`src/rtl/dssm_pkg.sv`:
```
// ----------------------------------------------------------------------------
// Dual stack shared memory package
// Widths, codes and request/response types shared by the stack block.
// ----------------------------------------------------------------------------
package dssm_pkg;

   localparam int DEPTH       = 1024;
   localparam int ADDR_W      = $clog2(DEPTH);
   localparam int CNT_W       = $clog2(DEPTH + 1);
   localparam int CAP_W       = 11;
   localparam int DATA_W      = 32;
   localparam int QUEUE_DEPTH = 2;
   localparam int QPTR_W      = $clog2(QUEUE_DEPTH);
   localparam int QCNT_W      = $clog2(QUEUE_DEPTH + 1);

   localparam logic [1:0] REQ_PUSH_ONE = 2'd0;
   localparam logic [1:0] REQ_PUSH_TWO = 2'd1;
   localparam logic [1:0] REQ_POP_ONE  = 2'd2;
   localparam logic [1:0] REQ_POP_TWO  = 2'd3;

   localparam logic [1:0] ST_OK        = 2'd0;
   localparam logic [1:0] ST_OVERFLOW  = 2'd1;
   localparam logic [1:0] ST_UNDERFLOW = 2'd2;

   typedef enum logic [1:0] {
      OP_NONE,
      OP_WRITE,
      OP_READ
   } dssm_op_kind_type;

   typedef struct packed {
      logic [1:0]               req_type;
      logic signed [DATA_W-1:0] push_value;
   } dssm_req_type;

   typedef struct packed {
      logic signed [DATA_W-1:0] pop_value;
      logic [1:0]               status;
   } dssm_rsp_type;

   typedef struct packed {
      dssm_op_kind_type  kind;
      logic [ADDR_W-1:0] addr;
      logic [DATA_W-1:0] data;
      logic [1:0]        status;
   } dssm_op_type;

endpackage

```
`src/rtl/dssm_queue.sv`:
```
// ----------------------------------------------------------------------------
// Dual stack operation queue
// Short in-order queue of memory operations between front and back end.
// ----------------------------------------------------------------------------
module dssm_queue (
   input  logic                  clock,
   input  logic                  reset,
   input  logic                  push,
   input  dssm_pkg::dssm_op_type push_op,
   input  logic                  pop,
   output dssm_pkg::dssm_op_type head_op,
   output logic                  empty,
   output logic                  full
);

   dssm_pkg::dssm_op_type       entry_ff [dssm_pkg::QUEUE_DEPTH];
   logic [dssm_pkg::QPTR_W-1:0] wr_ptr_ff, wr_ptr_in;
   logic [dssm_pkg::QPTR_W-1:0] rd_ptr_ff, rd_ptr_in;
   logic [dssm_pkg::QCNT_W-1:0] count_ff, count_in;
   logic                        do_push, do_pop;

   localparam logic [dssm_pkg::QPTR_W-1:0] LAST = dssm_pkg::QPTR_W'(dssm_pkg::QUEUE_DEPTH - 1);

   assign empty   = count_ff == '0;
   assign full    = count_ff == dssm_pkg::QCNT_W'(dssm_pkg::QUEUE_DEPTH);
   assign head_op = entry_ff[rd_ptr_ff];
   assign do_push = push && !full;
   assign do_pop  = pop && !empty;

   always_comb begin
      wr_ptr_in = wr_ptr_ff;
      rd_ptr_in = rd_ptr_ff;
      count_in  = count_ff;
      if (do_push) begin
         wr_ptr_in = (wr_ptr_ff == LAST) ? '0 : wr_ptr_ff + 1'b1;
      end
      if (do_pop) begin
         rd_ptr_in = (rd_ptr_ff == LAST) ? '0 : rd_ptr_ff + 1'b1;
      end
      if (do_push && !do_pop) begin
         count_in = count_ff + 1'b1;
      end else if (do_pop && !do_push) begin
         count_in = count_ff - 1'b1;
      end
   end

   always_ff @(posedge clock) begin
      if (do_push) begin
         entry_ff[wr_ptr_ff] <= push_op;
      end
   end

   always_ff @(posedge clock) begin
      if (reset) begin
         wr_ptr_ff <= '0;
         rd_ptr_ff <= '0;
         count_ff  <= '0;
      end else begin
         wr_ptr_ff <= wr_ptr_in;
         rd_ptr_ff <= rd_ptr_in;
         count_ff  <= count_in;
      end
   end

endmodule

```
`config.mk`:
```
export PLATFORM = sky130hd
export DESIGN_NAME = dssm_queue
export DESIGN_NICKNAME = d
export VERILOG_FILES = /design/src/rtl/dssm_pkg.sv /design/src/rtl/dssm_queue.sv
export SDC_FILE = /design/constraint.sdc
export NUM_CORES = 1
export LEC_CHECK = 0
export ABC_AREA = 1
export ABC_CLOCK_PERIOD_IN_PS = 4200
export BUFFER_PORTS_ARGS = -buffer_cell sky130_fd_sc_hd__clkbuf_2
export CAP_MARGIN = 15
export CORE_MARGIN = 2
export CORE_UTILIZATION = 35
export CTS_CLUSTER_DIAMETER = 150
export CTS_CLUSTER_SIZE = 25
export DETAILED_ROUTE_END_ITERATION = 7
export HOLD_SLACK_MARGIN = 0.12
export PLACE_DENSITY = 0.56
export SETUP_SLACK_MARGIN = 0.2
export SLEW_MARGIN = 20
export SYNTH_ARGS = -nofsm -noshare
export SYNTH_HDL_FRONTEND = slang
export SYNTH_SLANG_ARGS = --single-unit
```
`constraint.sdc`:
```
create_clock -name clock -period 4.2 [get_ports clock]
set_input_delay 1.05 -clock clock [delete_from_list [all_inputs] [get_ports clock]]
set_output_delay 1.05 -clock clock [all_outputs]
set_load 0.01 [all_outputs]
```
Word-level counts from Yosys, hierarchy flattened. Memories as Yosys holds them, arrays and structs flattened. A register that Yosys moved wholly into a read port is not among the register bits. Cells that the tools add are included.

Register bits: 4. RAM bits: 92. Output and inout port bits: 48. Word-level logic and storage cells: 27. Memories: 1.

Memories: entry_ff (words 2, width 46, read ports 1, clocked after memory_dff 1, wr ports 1, line dssm_queue.sv:16) `dssm_pkg::dssm_op_type entry_ff [dssm_pkg::QUEUE_DEPTH];`.

Add/subtract/negate cells: 4. Eq/ne operators: 1. Muxes and demuxes: 8. Reductions and logical operators: 10.

Operator list (count): 1-bit 2-to-1 mux (6); 1-bit logical AND (4); 1-bit zero test (4); 2-bit 2-to-1 mux (2); 1-bit adder (second input constant) (2); 2-bit by 1-bit adder with 2-bit output (second input constant) (1); 2-bit equality test (second input constant) (1); 2-bit zero test (1); 2-bit nonzero test (1); 2-bit by 1-bit subtractor with 2-bit output (second input constant) (1).

Depth between registers and ports, before layout. Gate-level depths: netlist of the first run.

Depth after elaboration: 7. Depth in mapped cells: 10.

Least setup slack after synthesis of the first run. No wires, ideal clock.

Kind: input to register. Start: in push. End: mem entry_ff[0][0] in the netlist's numbering (enable). Library setup time: 0.449 ns. Arrival: 3.051 ns. Slack: 0.699 ns. Stages: 2. Buffers on the path: 0. Cells stage by stage: o21ai_2 nor2_1.

Cells in the longest elaborated chain, start to end: 3.

Ends and longest elaborated chain: start, declared (line dssm_queue.sv:8) `input logic push,`; 1-bit logical AND (line dssm_queue.sv:27) `assign do_push = push && !full;`; 1-bit 2-to-1 mux (line dssm_queue.sv:48) `if (do_push) begin`; 1-bit 2-to-1 mux (not written as such) (line dssm_queue.sv:49) `entry_ff[wr_ptr_ff] <= push_op;`; end, declared (line dssm_queue.sv:16).

Every way passes these cells.

==> results of run 1 <==
-- worst max path at each step --
stage	cells past startpoint	from	endpoint
after global routing	2	flop	head_op[23]
final	2	flop	head_op[23]
after detailed placement	4	push	entry_ff[1][18]$_DFFE_PP_
after floorplan	2	push	entry_ff[0][0]$_DFFE_PP_
after global placement	4	push	entry_ff[0][18]$_DFFE_PP_
after CTS	2	flop	head_op[23]
-- cell families (layout without fill, tap and decap cells) --
| kind of cell | after synthesis | after routing | share of synthesized area (%) |
|---|---|---|---|
| buf+inv | 14 | 124 | 3.32 |
| mux | 46 | 46 | 17.7 |
| compound gates | 6 | 6 | 0.896 |
| simple gates | 16 | 16 | 1.76 |
| flops | 97 | 97 | 76.0 |
| fa+ha+maj | 1 | 1 | 0.332 |
-- routing by layer --
metal	share of wire (%)	vias up	routed length, um
met5	0	-	0
met4	2.4	0	153
met3	7.2	11	457
met2	47	65	2960
met1	43	913	2730
li1	-	893	-
-- power by group --
group	internal (W)	switching, W	total [W]
logic	0.000333	0.000290	0.000622
clock network	0.000208	0.000297	0.000505
registers	0.00122	0.000106	0.00133
-- cell type report --
type	count	area [sq um]
Clock inverter	7	37.5
Timing Repair Buffer	99	500
Clock buffer	9	124
Fill cell	943	5840
Multi-Input combinational cell	69	796
Tap cell	136	170
Sequential cell	97	2870
Inverter	9	33.8
-- state kept, by name, indices dropped and copies added (netlist names), named ones only --
register   count
entry_ff      92
count_ff       2
rd_ptr_ff      1
wr_ptr_ff      1
-- stage by stage --
stage	hold WS, ns	power [W]	setup slack (ns)	utilization (%)	instances
2_1_floorplan	0.475	0.00179	0.699	-	180
3_3_place_gp	0.520	0.00199	1.63	42.1	410
3_5_place_dp	0.531	0.00199	1.64	42.1	410
4_1_cts	0.544	0.00250	1.25	43.7	426
5_1_grt	0.561	0.00259	1.21	43.7	426
6_report	0.546	0.00246	1.30	43.7	426
-- placed cells by master (no fill, tap or decap), types with 3 or more instances in the layout --
master,Yosys,routed
clkbuf_8,0,9
inv_1,8,8
clkinv_1,0,3
mux2_4,40,40
clkbuf_2,0,97
mux2_2,6,6
o21ai_0,3,3
edfxtp_1,92,92
nand2_1,4,4
nor2_1,9,7
dfxtp_1,5,4
-- worst max-delay path, stage by stage, from the launching register on --
cell and delay [ns]:
dfxtp_4 0.93, mux2_2 0.42, clkbuf_2 0.13
==> results.cfg, run 1 <==
[synth]
synth_top_area_share_pct = 73.3
netlist_top_cells_count = edfxtp_1, mux2_4, nor2_1
synth_cell_type_count = 18
ys_top_cells_by_area = edfxtp_1, mux2_4, dfxtp_1, buf_12, mux2_2
ys_ff_latch = 97
synth_most_common_cell = edfxtp_1
syn_area_per_cell_sq_um = 20.9
syn_area_sq_um = 3770
synth_area_leader_cell = edfxtp_1
synth_warnings = 0
synthCells = 180
yosys_most_used_dff = edfxtp_1
async_flop_share_pct = 0
synth-edff-count = 92
ys_seq_area_share_pct = 76.0
synth.net_count = 231

[layout]
num_antenna_cells = 0
nets = 336
stdcell_area_sq_um = 4530
areaGrowthSynthToFinish_pct = 20.2
layout-drive-gt1-share_pct = 56.2

[clock_tree]
htree_levels = 3
postCtsHoldBufs = 0
clk_pin_slew_worst_paths_ns = 0.09
cts_resized = 0
post_cts_buffers = 0
cts.sinks = 97
cts_tree = yes
cts_root_buf = clkbuf_8
cts_buffers = 9
clockBufferDepth = 2
clk_latency_ns = 0.35

[detailed_routing]
ant_nets = 0
drt_wl_total_um = 6300
first_pass_iters = 4
detail_route.iter0.violations = 38
wl_per_cell_um = 14.8
avgViaCountPerCell = 4.42
drc = 0
vias = 1882

[hold_path]
min-delay-start = wr_ptr_ff$_SDFFE_PP0P_
hp-class = reg2reg
hold_path_depth = 2
hold_end = wr_ptr_ff$_SDFFE_PP0P_

[sta]
fin_crit_ns = 2.90
clock_skew_ns = 0.00518
setup_viol = 0
rsz0062_at_grt = false
fmax_ghz = 0.345
fin_tns_setup_ns = 0
worst_pin_slew_ns = 0.857
slew_viol_final = 0
period_share_pct = 68.9
slew_headroom_pct = 42.9
final_hold_viol_count = 0

[grt]
grt_use_met3_pct = 3.27
grt_pass1_wl_um = 9360
gr-usage-met2_pct = 17.8
grt_max_degree = 47
global_route.usage.met1_pct = 13.3
grt-ovfl-total = 0
grt_pass1_vias = 1892
grtUsageTotal_pct = 11.2
grt_antenna_before_repair = 0
grt_busiest_layer = met2

[critical_path]
cp_max_fo = 46
timing.rr.start = count_ff[0]$_SDFFE_PP0P_
worstSetupPathType = reg2out
required_ns = 3.15
start_kind = flop
reg2reg_depth = 3
r2r_end = entry_ff[0][14]$_DFFE_PP_
crit_arrival_ns = 1.85
cp-end-kind = primary output
r2r_slack_ns = 2.32

[flow_run]
cap_violations = 0

[die]
start_util_pct = 36.3
io_pins = 98
die_h_um = 108
design.core.area_sq_um = 10400
die_w_um = 108
dieArea_sq_um = 11600
row_count = 37

[power_and_ir_drop]
leakagePower_nw = 1.79
peakVddDrop_mv = 0.268
p_per_area_nw_per_um2 = 542

[placement]
gp_congestion = 0.695
port_buffers = 97
dpl_cell_area_sq_um = 4370
hpwlAfterDp_um = 4250

[status]
status = completed
Note: power is estimated with default switching activity, not from simulation.
==> inputs of run 2 (changes only) <==
--- a/config.mk
+++ b/config.mk
@@ -5,8 +5,8 @@
 export SDC_FILE = /design/constraint.sdc
 export NUM_CORES = 1
 export LEC_CHECK = 0
-export ABC_AREA = 1
-export ABC_CLOCK_PERIOD_IN_PS = 4200
+export ABC_AREA = 0
+export ABC_CLOCK_PERIOD_IN_PS = 2800
 export BUFFER_PORTS_ARGS = -buffer_cell sky130_fd_sc_hd__clkbuf_2
 export CAP_MARGIN = 15
 export CORE_MARGIN = 2
==> constraint.sdc (replaced) <==
create_clock -name clock -period 2.8 [get_ports clock]
set_input_delay 0.7 -clock clock [delete_from_list [all_inputs] [get_ports clock]]
set_output_delay 0.7 -clock clock [all_outputs]
set_load 0.01 [all_outputs]
==> run 2 against run 1 <==
  * Wire length shrank 7.5%
  * Core utilization up 1.5 points
  * Via count is 3.2% lower
  * Final area shrank 2.6%
  * Register-to-register slack worse by 1.2 ns
  * Synthesized area is 6.2% lower
  * Critical path type unchanged
  * Critical endpoint is now head_op[19]
  * Largest cell class unchanged
  * Largest power group unchanged
==> results.cfg, run 2 <==
[clock_tree]
clk_latency_ns = 0.34
cts_tree = yes
cts_buffers = 9
cts_root_buf = clkbuf_8
htree_levels = 3
cts_resized = 0
postCtsHoldBufs = 0
post_cts_buffers = 0
cts.sinks = 97
clockBufferDepth = 2
clk_pin_slew_worst_paths_ns = 0.09

[layout]
areaGrowthSynthToFinish_pct = 24.8
fillers = 901
num_antenna_cells = 0
largest_reg_flops = 92
final_cell_mix = clkbuf_2, edfxtp_1, mux2_2, clkbuf_8, nor2_1
layout-drive-gt1-share_pct = 58.9
largestRegisters = entry_ff x92, count_ff x2
final_core_util_pct = 45.1
nets = 327
final_common_cell = clkbuf_2
regMostFlops = entry_ff

[critical_path]
crit_buf_inv = 2
r2r_end = entry_ff[0][0]$_DFFE_PP_
max_stage_delay_ns = 0.39
required_ns = 2.10
reg2reg_depth = 4
cp_cell_sequence = buf_4 > mux2_2 > clkbuf_2
cp-end-kind = primary output
crit_family = buffers and inverters
slowest_stage = mux2_2
worstSetupPathType = reg2out
cp_max_fo = 24
start_kind = flop
timing.rr.start = count_ff[1]$_SDFFE_PP0P_
crit_arrival_ns = 1.51
r2r_slack_ns = 1.11

[die]
design.core.area_sq_um = 9770
die_h_um = 104
dieArea_sq_um = 10900
die_w_um = 104
io_pins = 98
start_util_pct = 36.1
row_count = 36

[synth]
netlist_top_cells_count = edfxtp_1, mux2_2, dfxtp_1, nor2_1, buf_4
synth_top_area_share_pct = 78.2
synth.net_count = 219
ys_seq_area_share_pct = 81.0
yosys_most_used_dff = edfxtp_1
synthCells = 168
async_flop_share_pct = 0
synth_cell_type_count = 14
synth_most_common_cell = edfxtp_1
syn_area_per_cell_sq_um = 21.0
ys_top_cells_by_area = edfxtp_1, mux2_2, dfxtp_1, buf_4, xor2_1
syn_area_sq_um = 3530
ys_ff_latch = 97
synth-edff-count = 92
synth_area_leader_cell = edfxtp_1
synth_warnings = 0

[power_and_ir_drop]
p_per_area_nw_per_um2 = 862
peakVddDrop_mv = 0.568
leakagePower_nw = 1.66

[sta]
rsz0062_at_grt = false
fmax_ghz = 0.452
slew_headroom_pct = 72.3
clock_skew_ns = 0.0112
final_hold_viol_count = 0
setup_viol = 0
slew_viol_final = 0
period_share_pct = 79.0
worst_pin_slew_ns = 0.415
fin_tns_setup_ns = 0
worst_slack_ns = 0.589
fin_crit_ns = 2.21

[detailed_routing]
ant_nets = 0
vias = 1821
wl_per_cell_um = 14.1
avgViaCountPerCell = 4.41
detail_route.iter0.violations = 45
drc = 0
first_pass_iters = 4
drt_wl_total_um = 5830

[hold_path]
hold_path_depth = 2
hold_end = wr_ptr_ff$_SDFFE_PP0P_
hp-class = reg2reg
min-delay-start = wr_ptr_ff$_SDFFE_PP0P_

[grt]
grtUsageTotal_pct = 11.2
grt_pass1_vias = 1878
grt_max_degree = 47
grt_antenna_before_repair = 0
grt-ovfl-total = 0
grt_pass1_wl_um = 9340

[placement]
pre_cts_ws_ns = 0.761
port_buffers = 97
hpwlAfterDp_um = 3820
gp_congestion = 0.661

[status]
status = completed

[flow_run]
cap_violations = 0
[run 2: cell types whose count changed after synthesis, moves of 4 or more]
cell | previous run | this run
buf_4 | 0 | 4
inv_1 | 8 | 2
nor2_1 | 9 | 5
nand2_1 | 4 | 0
mux2_4 | 40 | 0
mux2_2 | 6 | 46
buf_12 | 4 | 0
[run 2: cell families (layout without fill, tap and decap cells)]
group	after synthesis	in the layout	synth area share [%]
simple gates	9	9	1.31
compound gates	5	5	0.708
buf+inv	7	119	1.20
mux	46	46	14.7
fa+ha+maj	1	1	0.354
flops	97	97	81.0
xor+xnor	3	3	0.744
[run 2: final cells by class]
type / count / area [sq um] / area share [%]
Multi-Input combinational cell: 64 / 629 / 14.3
Tap cell: 133 / 166 / 3.77
Inverter: 2 / 7.51 / 0.170
Sequential cell: 97 / 2860 / 64.9
Clock inverter: 6 / 83.8 / 1.90
Timing Repair Buffer: 102 / 536 / 12.1
Clock buffer: 9 / 124 / 2.81
[run 2: power by group]
group          internal (W)  switching (W)
logic              0.000467       0.000527
clock network      0.000494       0.000439
registers           0.00182      0.0000529
total               0.00278        0.00102
[run 2: per-layer routing]
| metal | vias to the layer above | global-route usage (%) | share of wire (%) |
|---|---|---|---|
| met4 | 0 | 5.50 | 1.7 |
| met3 | 10 | 3.07 | 5.8 |
| met5 | - | 0 | 0 |
| met2 | 60 | 17.8 | 48 |
| met1 | 880 | 14.0 | 44 |
| li1 | 871 | - | - |
[run 2: worst max path at each step]
stage               slack (ns)  from  cells after the start                         to
finish                    0.59  flop                      3                head_op[19]
global route              0.51  flop                      3                head_op[19]
CTS                       0.53  flop                      3                head_op[24]
detailed placement        0.76  push                      5  entry_ff[0][44]$_DFFE_PP_
global placement          0.76  push                      5  entry_ff[0][45]$_DFFE_PP_
floorplan                 0.39  push                      3   entry_ff[0][0]$_DFFE_PP_
[run 2: per-stage QoR]
stage / std cells / area [sq um] / power (W) / hold WS [ns]
4_1_cts: 413 / 4410 / 0.00388 / 0.499
2_1_floorplan: 168 / 3530 / 0.00255 / 0.452
3_3_place_gp: 398 / 4200 / 0.00293 / 0.471
3_5_place_dp: 398 / 4200 / 0.00293 / 0.486
5_1_grt: 413 / 4410 / 0.00402 / 0.516
6_report: 413 / 4410 / 0.00380 / 0.493
[run 2: worst reg2reg max path: cells and delay by family (launching register included)]
| family | cells | cell delay (ns) |
|---|---|---|
| AND/OR/NAND/NOR | 2 | 0.53 |
| buffers and inverters | 2 | 0.43 |
| flip-flops | 1 | 0.35 |
