**config.mk**
```make
export PLATFORM = sky130hd
export DESIGN_NAME = dssm_front
export DESIGN_NICKNAME = d
export VERILOG_FILES = /design/src/rtl/dssm_pkg.sv /design/src/rtl/dssm_front.sv
export SDC_FILE = /design/constraint.sdc
export NUM_CORES = 1
export LEC_CHECK = 0
export BUFFER_PORTS_ARGS = -buffer_cell sky130_fd_sc_hd__buf_2
export CAP_MARGIN = 40
export CELL_PAD_IN_SITES_DETAIL_PLACEMENT = 1
export CELL_PAD_IN_SITES_GLOBAL_PLACEMENT = 2
export CORE_ASPECT_RATIO = 0.7
export CORE_MARGIN = 1.5
export CORE_UTILIZATION = 24
export DETAILED_ROUTE_END_ITERATION = 6
export PLACE_DENSITY_LB_ADDON = 0.25
export SLEW_MARGIN = 20
export SYNTH_ARGS = -nofsm -noshare
export SYNTH_HDL_FRONTEND = slang
export SYNTH_SLANG_ARGS = --single-unit
export TNS_END_PERCENT = 30
```
**constraint.sdc**
```tcl
create_clock -name clock -period 4.63 [get_ports clock]
set_input_delay 0.926 -clock clock [delete_from_list [all_inputs] [get_ports clock]]
set_output_delay 0.926 -clock clock [all_outputs]
set_load 0.02 [all_outputs]
```
**src/rtl/dssm_pkg.sv**
```systemverilog
// ----------------------------------------------------------------------------
// Dual stack shared memory package
// Widths, codes and request/response types shared by the stack block.
// ----------------------------------------------------------------------------
package dssm_pkg;

   localparam int DEPTH       = 1024;
   localparam int ADDR_W      = $clog2(DEPTH);
   localparam int CNT_W       = $clog2(DEPTH + 1);
   localparam int CAP_W       = 11;
   localparam int DATA_W      = 32;
   localparam int QUEUE_DEPTH = 2;
   localparam int QPTR_W      = $clog2(QUEUE_DEPTH);
   localparam int QCNT_W      = $clog2(QUEUE_DEPTH + 1);

   localparam logic [1:0] REQ_PUSH_ONE = 2'd0;
   localparam logic [1:0] REQ_PUSH_TWO = 2'd1;
   localparam logic [1:0] REQ_POP_ONE  = 2'd2;
   localparam logic [1:0] REQ_POP_TWO  = 2'd3;

   localparam logic [1:0] ST_OK        = 2'd0;
   localparam logic [1:0] ST_OVERFLOW  = 2'd1;
   localparam logic [1:0] ST_UNDERFLOW = 2'd2;

   typedef enum logic [1:0] {
      OP_NONE,
      OP_WRITE,
      OP_READ
   } dssm_op_kind_type;

   typedef struct packed {
      logic [1:0]               req_type;
      logic signed [DATA_W-1:0] push_value;
   } dssm_req_type;

   typedef struct packed {
      logic signed [DATA_W-1:0] pop_value;
      logic [1:0]               status;
   } dssm_rsp_type;

   typedef struct packed {
      dssm_op_kind_type  kind;
      logic [ADDR_W-1:0] addr;
      logic [DATA_W-1:0] data;
      logic [1:0]        status;
   } dssm_op_type;

endpackage

```
**src/rtl/dssm_front.sv**
```systemverilog
// ----------------------------------------------------------------------------
// Dual stack front end
// Holds the capacity and both stack counts, checks each request and turns it
// into a memory operation for the back end.
// ----------------------------------------------------------------------------
module dssm_front (
   input  logic                        clock,
   input  logic                        reset,
   input  logic                        accept,
   input  dssm_pkg::dssm_req_type      req_item,
   input  logic                        csr_write,
   input  logic [dssm_pkg::CAP_W-1:0]  csr_wdata,
   output dssm_pkg::dssm_op_type       op_out
);

   logic [dssm_pkg::CAP_W-1:0] capacity_ff, capacity_in;
   logic [dssm_pkg::CNT_W-1:0] count_one_ff, count_one_in;
   logic [dssm_pkg::CNT_W-1:0] count_two_ff, count_two_in;
   logic [dssm_pkg::CNT_W-1:0] cap_eff;
   logic [dssm_pkg::CNT_W:0]   used;
   logic                       push_ok;
   logic [dssm_pkg::CNT_W-1:0] addr_full;

   always_comb begin
      // A capacity beyond the memory size saturates to the memory size.
      if ({{(32 - dssm_pkg::CAP_W){1'b0}}, capacity_ff} > 32'(dssm_pkg::DEPTH)) begin
         cap_eff = dssm_pkg::CNT_W'(dssm_pkg::DEPTH);
      end else begin
         cap_eff = dssm_pkg::CNT_W'(capacity_ff);
      end
      used    = {1'b0, count_one_ff} + {1'b0, count_two_ff};
      push_ok = used < {1'b0, cap_eff};
   end

   always_comb begin
      capacity_in    = capacity_ff;
      count_one_in   = count_one_ff;
      count_two_in   = count_two_ff;
      addr_full      = '0;
      op_out.kind    = dssm_pkg::OP_NONE;
      op_out.data    = req_item.push_value;
      op_out.status  = dssm_pkg::ST_OK;
      case (req_item.req_type)
         dssm_pkg::REQ_PUSH_ONE: begin
            if (push_ok) begin
               addr_full    = count_one_ff;
               op_out.kind  = dssm_pkg::OP_WRITE;
               count_one_in = count_one_ff + 1'b1;
            end else begin
               op_out.status = dssm_pkg::ST_OVERFLOW;
            end
         end
         dssm_pkg::REQ_PUSH_TWO: begin
            if (push_ok) begin
               addr_full    = cap_eff - 1'b1 - count_two_ff;
               op_out.kind  = dssm_pkg::OP_WRITE;
               count_two_in = count_two_ff + 1'b1;
            end else begin
               op_out.status = dssm_pkg::ST_OVERFLOW;
            end
         end
         dssm_pkg::REQ_POP_ONE: begin
            if (count_one_ff != '0) begin
               addr_full    = count_one_ff - 1'b1;
               op_out.kind  = dssm_pkg::OP_READ;
               count_one_in = count_one_ff - 1'b1;
            end else begin
               op_out.status = dssm_pkg::ST_UNDERFLOW;
            end
         end
         default: begin
            if (count_two_ff != '0 && count_two_ff <= cap_eff) begin
               addr_full    = cap_eff - count_two_ff;
               op_out.kind  = dssm_pkg::OP_READ;
               count_two_in = count_two_ff - 1'b1;
            end else begin
               op_out.status = dssm_pkg::ST_UNDERFLOW;
            end
         end
      endcase
      op_out.addr = addr_full[dssm_pkg::ADDR_W-1:0];
      if (!accept) begin
         count_one_in = count_one_ff;
         count_two_in = count_two_ff;
      end
      // A new capacity empties both stacks.
      if (csr_write) begin
         capacity_in  = csr_wdata;
         count_one_in = '0;
         count_two_in = '0;
      end
   end

   always_ff @(posedge clock) begin
      if (reset) begin
         capacity_ff  <= dssm_pkg::CAP_W'(1024);
         count_one_ff <= '0;
         count_two_ff <= '0;
      end else begin
         capacity_ff  <= capacity_in;
         count_one_ff <= count_one_in;
         count_two_ff <= count_two_in;
      end
   end

endmodule

```
; ---- Word-level counts from Yosys, hierarchy flattened
; Cells that the tools add are included.
[word_totals]
reg_bits = 33
[classes]
add_sub_neg = 8
order_cmp = 3
reduce_logical = 11
n_mux = 20
n_bitwise = 1
eq_ne = 5
[op_table]
columns = op, n
row1 = $mux 11, 5
row2 = $pmux 11 s2, 2
row3 = $mux 10, 4
row4 = $pmux 10 s3, 1
row5 = $add 11x1->11 const B, 2
row6 = $reduce_bool 11->1, 2
row7 = $sub 11x1->11 const B, 2
row8 = $sub 10x10->10, 2
row9 = $add 11x11->12, 1
row10 = $lt 12x11->1, 1
row11 = $gt 11x11->1 const B, 1
row12 = $le 11x11->1, 1
row13 = $sub 10x1->10 const B, 1
row14 = $mux 2, 4
row15 = $pmux 2 s2, 2
row16 = $reduce_and 4->1, 2
row17 = $ne 2x2->1 const B, 3
row18 = $reduce_or 2->1, 3
row19 = $reduce_bool 2->1, 2
row20 = $eq 2x1->1 const B, 1
row21 = $eq 2x2->1 const B, 1
row22 = $logic_not 2->1, 1
row23 = $mux 1, 2
row24 = $logic_and 1x1->1, 1
row25 = $not 1->1, 1

; ---- Depth between registers and ports, before layout
; Gate-level depths: netlist of run 1.
[depth]
word_depth = 6
ltp_mapped = 19
depth_no_buf = 17

; ---- Worst setup path before layout of run 1
; No wires, ideal clock.
[synth_timing]
path_kind = reg-to-output
from = reg count_one_ff[0] (netlist bit)
to = out op_out[41] (netlist bit)
path_slack_ns = -0.532
t_required_ns = 3.704
n_path_buf = 0
path_stages_with_launch = 16
arrival_time_ns = 4.236
path_cell_list = dfxtp_1 ha_1 fa_1 a21o_1 a21oi_1 o21bai_1 a21oi_1 o21ai_0 or4b_2 nand3_1 ha_1 a2111oi_4 o211ai_4 nor4_2 o21ai_0 o311ai_0
[synth_lines]
columns = element, line_no
row1 = from (decl), dssm_front.sv:17  ; logic [dssm_pkg::CNT_W-1:0] count_one_ff, count_one_in;
row2 = from (signal assigned), dssm_front.sv:101  ; count_one_ff <= count_one_in;
row3 = to (decl), dssm_front.sv:13  ; output dssm_pkg::dssm_op_type op_out

==> results_dict.tcl, run 1 <==
set metrics [dict create \
    ctsHtreeMaxLevel 2 \
    pwr-share-comb_pct 45.1 \
    worstMarginPinSlew_ns 0.701 \
    grt.total_usage_pct 16.3 \
    slew_viol_final 0 \
    pin_count 95 \
    grt_pass1_wl_mm 23.2 \
    grt_max_degree 23 \
    critPathArrivalTime_ns 3.95 \
    yosys_warnings 0 \
    synth_area_leaders "dfxtp_1 16%, ha_1 16%, a21oi_1 5.9%, buf_4 5.7%, xnor2_1 4.0%" \
    period_share_pct 105 \
    synth_ff_type "dfxtp_1" \
    min_path_cells 2 \
    synth_top_area_cell "dfxtp_1" \
    finalHoldViolations 0 \
    drt_pass1_iterations 4 \
    finalSetupViolations 11 \
    syn_avg_cell_area_um2 7.54 \
    vdd_drop_max_v 0.000102 \
    cts_tree "done" \
    dpl.hpwl_mm 12.0 \
    route.detailed.drc 0 \
    place_congestion 0.834 \
    area_delta_synth_final_pct 19.7 \
    ant_nets 0 \
    status "complete, but fails checks" \
    setup_ws_ns -0.249 \
    p_sw_share_pct 38.3 \
    clkSlewWorstSetupHoldPaths_ns 0.06 \
    synth-seq-area-share_pct 15.8 \
    leakagePower_nw 2.22 \
    core-area_um2 17100 \
    p_sw_uw 490 \
    cp_max_fo 5 \
    seqPwrFrac_pct 23.8 \
    diodes 0 \
    violations "negative setup slack" \
    final_util_pct 29.2 \
    layout-drive-gt1-share_pct 21.8 \
    num_rows 40 \
    num_vias 4019 \
    holdCritPathClass "flop to flop" \
    cts_hold_buffers 0 \
    vias_per_cell 4.97 \
    worstSkewPairLatency_ns 0.29 \
    power.density_nw_per_um2 256 \
    synth_edf_count 0 \
    dp.cells 793 \
    ys_types 63 \
    grt_pass1_vias 4111 \
    p_int_uw 790 \
    drt-total-wl_mm 14.6 \
    endpoint_kind "output pin" \
    power_frac_clock_pct 31.1 \
    die_x_um 161 \
    required_ns 3.70 \
    dr.first_iter.drc_count 175 \
    syn_inst 555 \
    synth-seq-cells 33 \
    fin_skew_ns 0.00805 \
    antenna_found_initial 0 \
    instances_no_fill 809 \
    fmax_ghz 0.205 \
    period_minus_slack_ns 4.88 \
    netlist_area_um2 4180 \
    slew_headroom_pct 53.3 \
    synth_top_cell_area_share_pct 15.8 \
    synthArstFlopShare_pct 0 \
    setup.worst_path.class "flop to output pin" \
    wl_per_cell_um 18.0 \
    cts_buffers 5 \
    die_area_um2 18200 \
    clockBufferDepth 2 \
    start_util_pct 24.4 \
    cp-start-kind "flop" \
    clockRootBuffer "clkbuf_16" \
    dieHeight_um 113 \
    worst-r2r-cell-count 17 \
    timing.hold.ws_ns 0.503 \
    synth_common_cells "52 x ha_1, 49 x a21oi_1, 42 x nor2_1, 39 x nand2_1, 34 x inv_1" \
    rsz0062_at_grt "yes" \
    cap_violations 0 \
    final_net_count 682 \
    grt_overflow_total 0 \
    clock_sinks 33 \
    yosysMostFrequentCell "ha_1" \
    synth_fp_nets 660 \
    port_buffers 30 \
]
-- cells by family (layout without fill, tap and decap cells) --
| kind of cell | after synthesis | count (layout) | share of synthesized area, % |
|---|---|---|---|
| simple gates | 169 | 169 | 20.5 |
| compound gates | 160 | 160 | 25.3 |
| buf+inv | 96 | 119 | 12.1 |
| fa+ha+maj | 56 | 56 | 17.5 |
| flops | 33 | 33 | 15.8 |
| xor+xnor | 31 | 31 | 6.49 |
| mux | 10 | 10 | 2.39 |
-- worst max-delay path, stage by stage, from the launching register on --
cell and delay (ns):
dfxtp_2 0.33, ha_4 0.16, fa_2 0.33, a21o_1 0.17, a21oi_2 0.14, o21bai_1 0.09, a21oi_2 0.17, o21ai_2 0.09
or4b_4 0.50, nand3_4 0.08, ha_4 0.15, nand2_1 0.08, nor4_2 0.24, o31ai_2 0.14, o211ai_4 0.17, buf_6 0.15
nor4_2 0.04, a311oi_2 0.29, o311ai_2 0.15, buf_4 0.18
-- per-layer routing --
| layer | global-route usage [%] | wire length (um) | vias to the layer above |
|---|---|---|---|
| met5 | 0 | 0 | - |
| met4 | 3.15 | 159 | 0 |
| met3 | 2.76 | 653 | 16 |
| met2 | 23.3 | 5930 | 64 |
| met1 | 25.1 | 7820 | 1929 |
| li1 | - | - | 2010 |
-- worst paths after layout --
| path | start | to | slack [ns] |
|---|---|---|---|
| setup / recovery | count_two_ff[0] | op_out[36] | -0.25 |
| hold / removal | capacity_ff[5] | capacity_ff[5] | 0.50 |
| setup reg to reg | count_two_ff[0] | count_one_ff[6] | 0.24 |
| hold reg to reg | capacity_ff[5] | capacity_ff[5] | 0.50 |
-- state kept, by name (all words and copies together) (netlist names) --
register      count
capacity_ff      11
count_one_ff     11
count_two_ff     11
-- stage by stage --
stage / instance area (um^2) / TNS [ns] / setup WS, ns / total power, mW
final: 5010 / -2.04 / -0.249 / 1.28
after global routing: 5010 / -4.27 / -0.426 / 1.37
after CTS: 4890 / -2.79 / -0.278 / 1.26
after detailed placement: 4610 / -1.40 / -0.174 / 0.837
after global placement: 4610 / -0.309 / -0.0637 / 0.833
after floorplan: 4250 / 0 / 0.000522 / 0.716
-- timing repair --
action	CTS	global route
setup buffers	4	4
gates resized for setup	18	21
endpoints found under the setup margin	12	21
gates cloned	0	0
pin swaps	10	10
-- power by group through the flow --
stage / Combinational, mW / Clock [mW] / Sequential (mW)
after global placement: 0.522 / 0 / 0.310
after CTS: 0.551 / 0.408 / 0.305
after detailed placement: 0.526 / 0 / 0.311
final: 0.577 / 0.398 / 0.305
after global routing: 0.635 / 0.426 / 0.306
after floorplan: 0.404 / 0 / 0.312
-- placed cells by master (no fill, tap or decap), drive strengths merged, types with 4 or more instances in the layout --
master | netlist | final
ha | 52 | 52
clkbuf | 23 | 5
xor2 | 12 | 12
o21bai | 4 | 4
nor2 | 43 | 43
or4 | 11 | 11
o21a | 6 | 6
o21ai | 31 | 31
dfxtp | 33 | 33
o31ai | 11 | 11
fa | 4 | 4
buf | 39 | 77
xnor2 | 19 | 19
a211oi | 6 | 6
nor2b | 4 | 4
o211ai | 11 | 11
a22oi | 6 | 6
and3 | 4 | 4
nand3 | 22 | 22
mux2i | 10 | 10
a21oi | 50 | 50
inv | 34 | 34
nand2 | 39 | 39
nor3 | 14 | 14
a21o | 11 | 11
nand2b | 7 | 7
nor4 | 7 | 7
-- area by class of cell --
class | instances | area [um^2]
clock inverter | 3 | 46.3
sequential | 33 | 663
inverter | 34 | 128
tap | 231 | 289
clock buffer | 5 | 125
fill | 2059 | 12100
multi-input combinational | 426 | 3200
timing repair buffer | 77 | 553
Note: power is estimated with default switching activity, not from simulation.
==> run 2, diff against run 1 <==
- TNS_END_PERCENT: 30 -> 50
==> results_dict.tcl, run 2 (synthesis gave the netlist of run 1 again) <==
set metrics [dict create \
    status "complete, but fails checks" \
    violations "negative setup slack" \
    core-area_um2 17100 \
    leakagePower_nw 2.21 \
    period_minus_slack_ns 4.87 \
    diodes 0 \
    power.density_nw_per_um2 256 \
    num_rows 40 \
    slew_headroom_pct 51.4 \
    dieHeight_um 113 \
    instances_no_fill 808 \
    fin_skew_ns 0.00692 \
    port_buffers 30 \
    dp.cells 793 \
    start_util_pct 24.4 \
    finalSetupViolations 11 \
    worstMarginPinSlew_ns 0.729 \
    clockRootBuffer "clkbuf_16" \
    pin_count 95 \
    mostFrequentLayoutCell "buf_4" \
    p_sw_uw 492 \
    ant_nets 0 \
    setup.worst_path.class "flop to output pin" \
    place_congestion 0.834 \
    p_sw_share_pct 38.4 \
    antenna_found_initial 0 \
    cts_tree "done" \
    required_ns 3.70 \
    clockBufferDepth 2 \
    critPathArrivalTime_ns 3.95 \
    cap_violations 0 \
    cts_buffers 5 \
    clkSlewWorstSetupHoldPaths_ns 0.06 \
    period_share_pct 105 \
    vias_per_cell 4.97 \
    final_net_count 681 \
    vdd_drop_max_v 0.000101 \
    layout-drive-gt1-share_pct 21.8 \
    dpl.hpwl_mm 12.0 \
    grt.total_usage_pct 16.3 \
    worstSkewPairLatency_ns 0.29 \
    pwr-share-comb_pct 45.3 \
    clock_sinks 33 \
    layout_common_cells "53 x buf_4, 50 x ha_1, 46 x a21oi_1" \
    finalHoldViolations 0 \
    die_area_um2 18200 \
    area_delta_synth_final_pct 19.8 \
    cp_max_fo 5 \
    cts_hold_buffers 0 \
    grt_max_degree 23 \
    grt_pass1_vias 4106 \
    drt_pass1_iterations 4 \
    endpoint_kind "output pin" \
    route.detailed.drc 0 \
    fmax_ghz 0.205 \
    dr.first_iter.drc_count 143 \
    num_vias 4012 \
    slew_viol_final 0 \
    grt_overflow_total 0 \
    p_int_uw 791 \
    grt_pass1_wl_mm 23.2 \
    reg.largest.list "capacity_ff x11, count_one_ff x11, count_two_ff x11" \
    seqPwrFrac_pct 23.7 \
    ctsHtreeMaxLevel 2 \
    cp-start-kind "flop" \
    setup_ws_ns -0.245 \
    final_area_um2 5010 \
    rsz0062_at_grt "yes" \
    holdCritPathClass "flop to flop" \
    wl_per_cell_um 18.0 \
    drt-total-wl_mm 14.6 \
    placed_cell_area_um2 4610 \
    die_x_um 161 \
    power_frac_clock_pct 30.9 \
]
==> run 2: routing by layer <==
metal  wire [um]  part of all wire (%)  up-vias  global-route usage, %
li1            -                     -     2008                      -
met1        8010                    55     1942                   25.1
met2        5920                    41       48                   23.3
met3         492                   3.4       14                   2.76
met4         144                  0.99        0                   3.15
met5           0                     0        -                      0
==> run 2: final timing paths <==
kind	from	end	slack, ns	cells past startpoint
max	count_two_ff[0]	op_out[36]	-0.24	19
min reg2reg	capacity_ff[5]	capacity_ff[5]	0.50	2
max reg2reg	count_two_ff[0]	count_one_ff[6]	0.22	17
min	capacity_ff[5]	capacity_ff[5]	0.50	2
==> run 2: power groups by stage <==
stage	registers [mW]	clock network [mW]	logic (mW)
2_1_floorplan	0.312	0	0.404
3_3_place_gp	0.310	0	0.522
3_5_place_dp	0.311	0	0.526
4_1_cts	0.305	0.408	0.552
5_1_grt	0.306	0.426	0.638
6_report	0.305	0.397	0.582
==> run 2: metrics by stage <==
stage / total power [mW] / util (%) / hold slack (ns) / setup WS (ns) / TNS [ns]
5_1_grt: 1.37 / 29.3 / 0.538 / -0.420 / -4.22
3_3_place_gp: 0.833 / 26.9 / 0.481 / -0.0637 / -0.309
2_1_floorplan: 0.716 / - / 0.460 / 0.000522 / 0
3_5_place_dp: 0.837 / 26.9 / 0.491 / -0.174 / -1.40
4_1_cts: 1.26 / 28.6 / 0.507 / -0.278 / -2.80
6_report: 1.28 / 29.3 / 0.503 / -0.245 / -2.03
==> run 2: cell type report <==
cell class	count	area (um^2)
inverters	34	128
flip-flops and latches	33	663
clock buffers	5	125
repair buffers	76	544
multi-input cells	426	3210
clock inverters	3	46.3
fillers	2063	12100
well taps	231	289
==> run 2: timing repair <==
| item | 4_1_cts | 5_1_grt |
|---|---|---|
| gates cloned | 0 | 0 |
| endpoints found under the hold margin | 0 | 0 |
| buffers inserted | 4 | 3 |
| setup endpoints to repair | 12 | 21 |
| resized for setup | 19 | 22 |
| pin swaps | 10 | 10 |
==> run 2: critical path, cell delays in order (launching register included) <==
cell and delay, ns:
dfxtp_2 0.33, ha_4 0.16, fa_2 0.33, a21o_1 0.17, a21oi_2 0.14, o21bai_1 0.09, a21oi_2 0.17, o21ai_2 0.09
or4b_4 0.50, nand3_4 0.08, ha_4 0.15, nand2_1 0.08, nor4_2 0.24, o31ai_2 0.14, o211ai_4 0.17, buf_6 0.15
nor4_2 0.04, a311oi_2 0.29, o311ai_2 0.15, buf_4 0.18
==> run 3, diff against run 2 <==
==> constraint.sdc (replaced) <==
create_clock -name clock -period 4.63 [get_ports clock]
set_input_delay 0.6945 -clock clock [delete_from_list [all_inputs] [get_ports clock]]
set_output_delay 0.6945 -clock clock [all_outputs]
set_load 0.02 [all_outputs]
==> results_dict.tcl, run 3 (synthesis gave the netlist of run 1 again) <==
set metrics [dict create \
    status "complete, but fails checks" \
    violations "negative setup slack" \
    slew_headroom_pct 33.1 \
    final_util_pct 29.5 \
    power.density_nw_per_um2 256 \
    grt_overflow_total 0 \
    start_util_pct 24.4 \
    crit_top_cell "buf_4" \
    drt_pass1_iterations 4 \
    fin_skew_ns 0.0117 \
    die_area_um2 18200 \
    clock_sinks 33 \
    cts_tree "done" \
    grt_max_degree 23 \
    slowest_delay_ns 0.35 \
    place_congestion 0.881 \
    antenna_found_initial 0 \
    path_delay_family "compound AO/OA/AOI/OAI gates" \
    required_ns 3.94 \
    ctsHtreeMaxLevel 2 \
    cts_buffers 5 \
    multiInputGateArea_um2 3260 \
    layout-drive-gt1-share_pct 22.7 \
    leakagePower_nw 2.21 \
    worstSkewPairLatency_ns 0.29 \
    endpoint_kind "output pin" \
    r2r_setup_slack_ns 0.17 \
    diodes 0 \
    path_cells "ha_4 -> fa_2 -> a21o_1 -> a21oi_2 -> buf_4 -> buf_4 -> buf_4 -> buf_4 -> buf_4 -> buf_4 -> buf_4 -> xnor2_4 -> ha_2 -> nand3_2 -> a21oi_2 -> a211oi_2 -> buf_4 -> o211ai_4 -> nor2_4 -> buf_6 -> a311oi_2 -> o311ai_2 -> buf_4" \
    setup.worst_path.class "flop to output pin" \
    vdd_drop_max_v 0.0000959 \
    cp_max_fo 5 \
    finalHoldViolations 0 \
    cp-start-kind "flop" \
    grt_pass1_wl_mm 24.0 \
    cap_violations 0 \
    ant_nets 0 \
    pin_count 95 \
    critPathBufInv 10 \
    setup_ws_ns -0.196 \
    worstMarginPinSlew_ns 1.00 \
    core-area_um2 17100 \
    period_minus_slack_ns 4.83 \
    port_buffers 30 \
    vias_per_cell 5.07 \
    mostFrequentLayoutCell "buf_4" \
    drt-total-wl_mm 15.1 \
    slew_viol_final 0 \
    reg.largest.list "capacity_ff x11, count_one_ff x11, count_two_ff x11" \
    wl_per_cell_um 18.7 \
    dpl.hpwl_mm 11.9 \
    num_rows 40 \
    grt_pass1_vias 4221 \
    dr_wl_met2_mm 6.35 \
    num_vias 4098 \
    cp_slowest_cell "fa_2" \
    clockRootBuffer "clkbuf_16" \
    dieHeight_um 113 \
    final_net_count 681 \
    holdCritPathClass "flop to flop" \
    clockBufferDepth 2 \
    nFillCells 2056 \
    layout_common_cells "51 x buf_4, 48 x ha_1, 45 x a21oi_1" \
    total_power_mw 1.29 \
    fmax_ghz 0.207 \
    period_share_pct 104 \
    critPathArrivalTime_ns 4.13 \
    area_delta_synth_final_pct 20.7 \
    route.detailed.drc 0 \
    highest_layer "met4" \
    dr_wl_met3_um 826 \
    clkSlewWorstSetupHoldPaths_ns 0.06 \
    seqCellArea_um2 663 \
    dr.first_iter.drc_count 235 \
    met1Wirelength_mm 7.77 \
    grt.total_usage_pct 16.9 \
    finalSetupViolations 10 \
    die_x_um 161 \
    rsz0062_at_grt "yes" \
]
run 3: cell counts in the layout (fill, tap and decap cells not counted):
Identical to the previous run, type by type.
run 3: routing by layer:
| metal | track usage [%] | vias to the layer above |
|---|---|---|
| met2 | 25.5 | 74 |
| met1 | 24.7 | 1992 |
| li1 | - | 2018 |
| met4 | 3.27 | 0 |
| met5 | 0 | - |
| met3 | 3.49 | 14 |
run 3: what timing repair did:
action                     4_1_cts  5_1_grt
gates resized for setup         31       24
hold buffers                     0        0
gates cloned                     1        0
setup endpoints to repair       14       23
pin swaps                       19       23
setup buffers                   12        2
run 3: cell type report:
class / count / share of cell area (%)
Multi-Input combinational cell: 426 / 64.5
Inverter: 34 / 2.53
Clock buffer: 5 / 2.48
Sequential cell: 33 / 13.1
Clock inverter: 3 / 0.917
Tap cell: 231 / 5.72
Timing Repair Buffer: 76 / 10.7
run 3: worst register-to-register path, stage by stage, from the launching register on:
cell and delay [ns]:
dfxtp_2 0.33, ha_4 0.16, fa_2 0.35, a21o_1 0.18, a21oi_2 0.19, o21bai_1 0.12
a21oi_2 0.20, o21ai_2 0.09, or4b_4 0.51, nand3_4 0.09, ha_4 0.22, a2111oi_4 0.36
o211ai_4 0.19, buf_4 0.17, buf_4 0.14, o31a_2 0.42, buf_4 0.21, or3_1 0.31
a21oi_1 0.16
run 3: where the power goes:
part | total [mW] | switching [mW] | internal, mW
registers | 0.306 | 0.00959 | 0.296
clock network | 0.389 | 0.135 | 0.255
logic | 0.599 | 0.353 | 0.245
run 3: worst paths after layout:
path / startpoint / endpoint / depth (start not counted)
setup reg to reg: count_two_ff[0] / count_one_ff[0] / 18
hold reg to reg: capacity_ff[7] / capacity_ff[7] / 2
setup / recovery: count_two_ff[0] / op_out[36] / 23
hold / removal: capacity_ff[7] / capacity_ff[7] / 2
run 3: stage by stage:
| step | hold slack (ns) | area, um^2 | instances | setup WS [ns] | setup TNS [ns] |
|---|---|---|---|---|---|
| 3_5_place_dp | 0.486 | 4530 | 786 | -0.142 | -1.02 |
| 2_1_floorplan | 0.460 | 4230 | 555 | 0.0270 | 0 |
| 3_3_place_gp | 0.479 | 4530 | 786 | -0.0212 | -0.0283 |
| 4_1_cts | 0.500 | 4920 | 807 | -0.173 | -1.40 |
| 5_1_grt | 0.525 | 5050 | 808 | -0.346 | -2.98 |
| 6_report | 0.491 | 5050 | 808 | -0.196 | -1.23 |
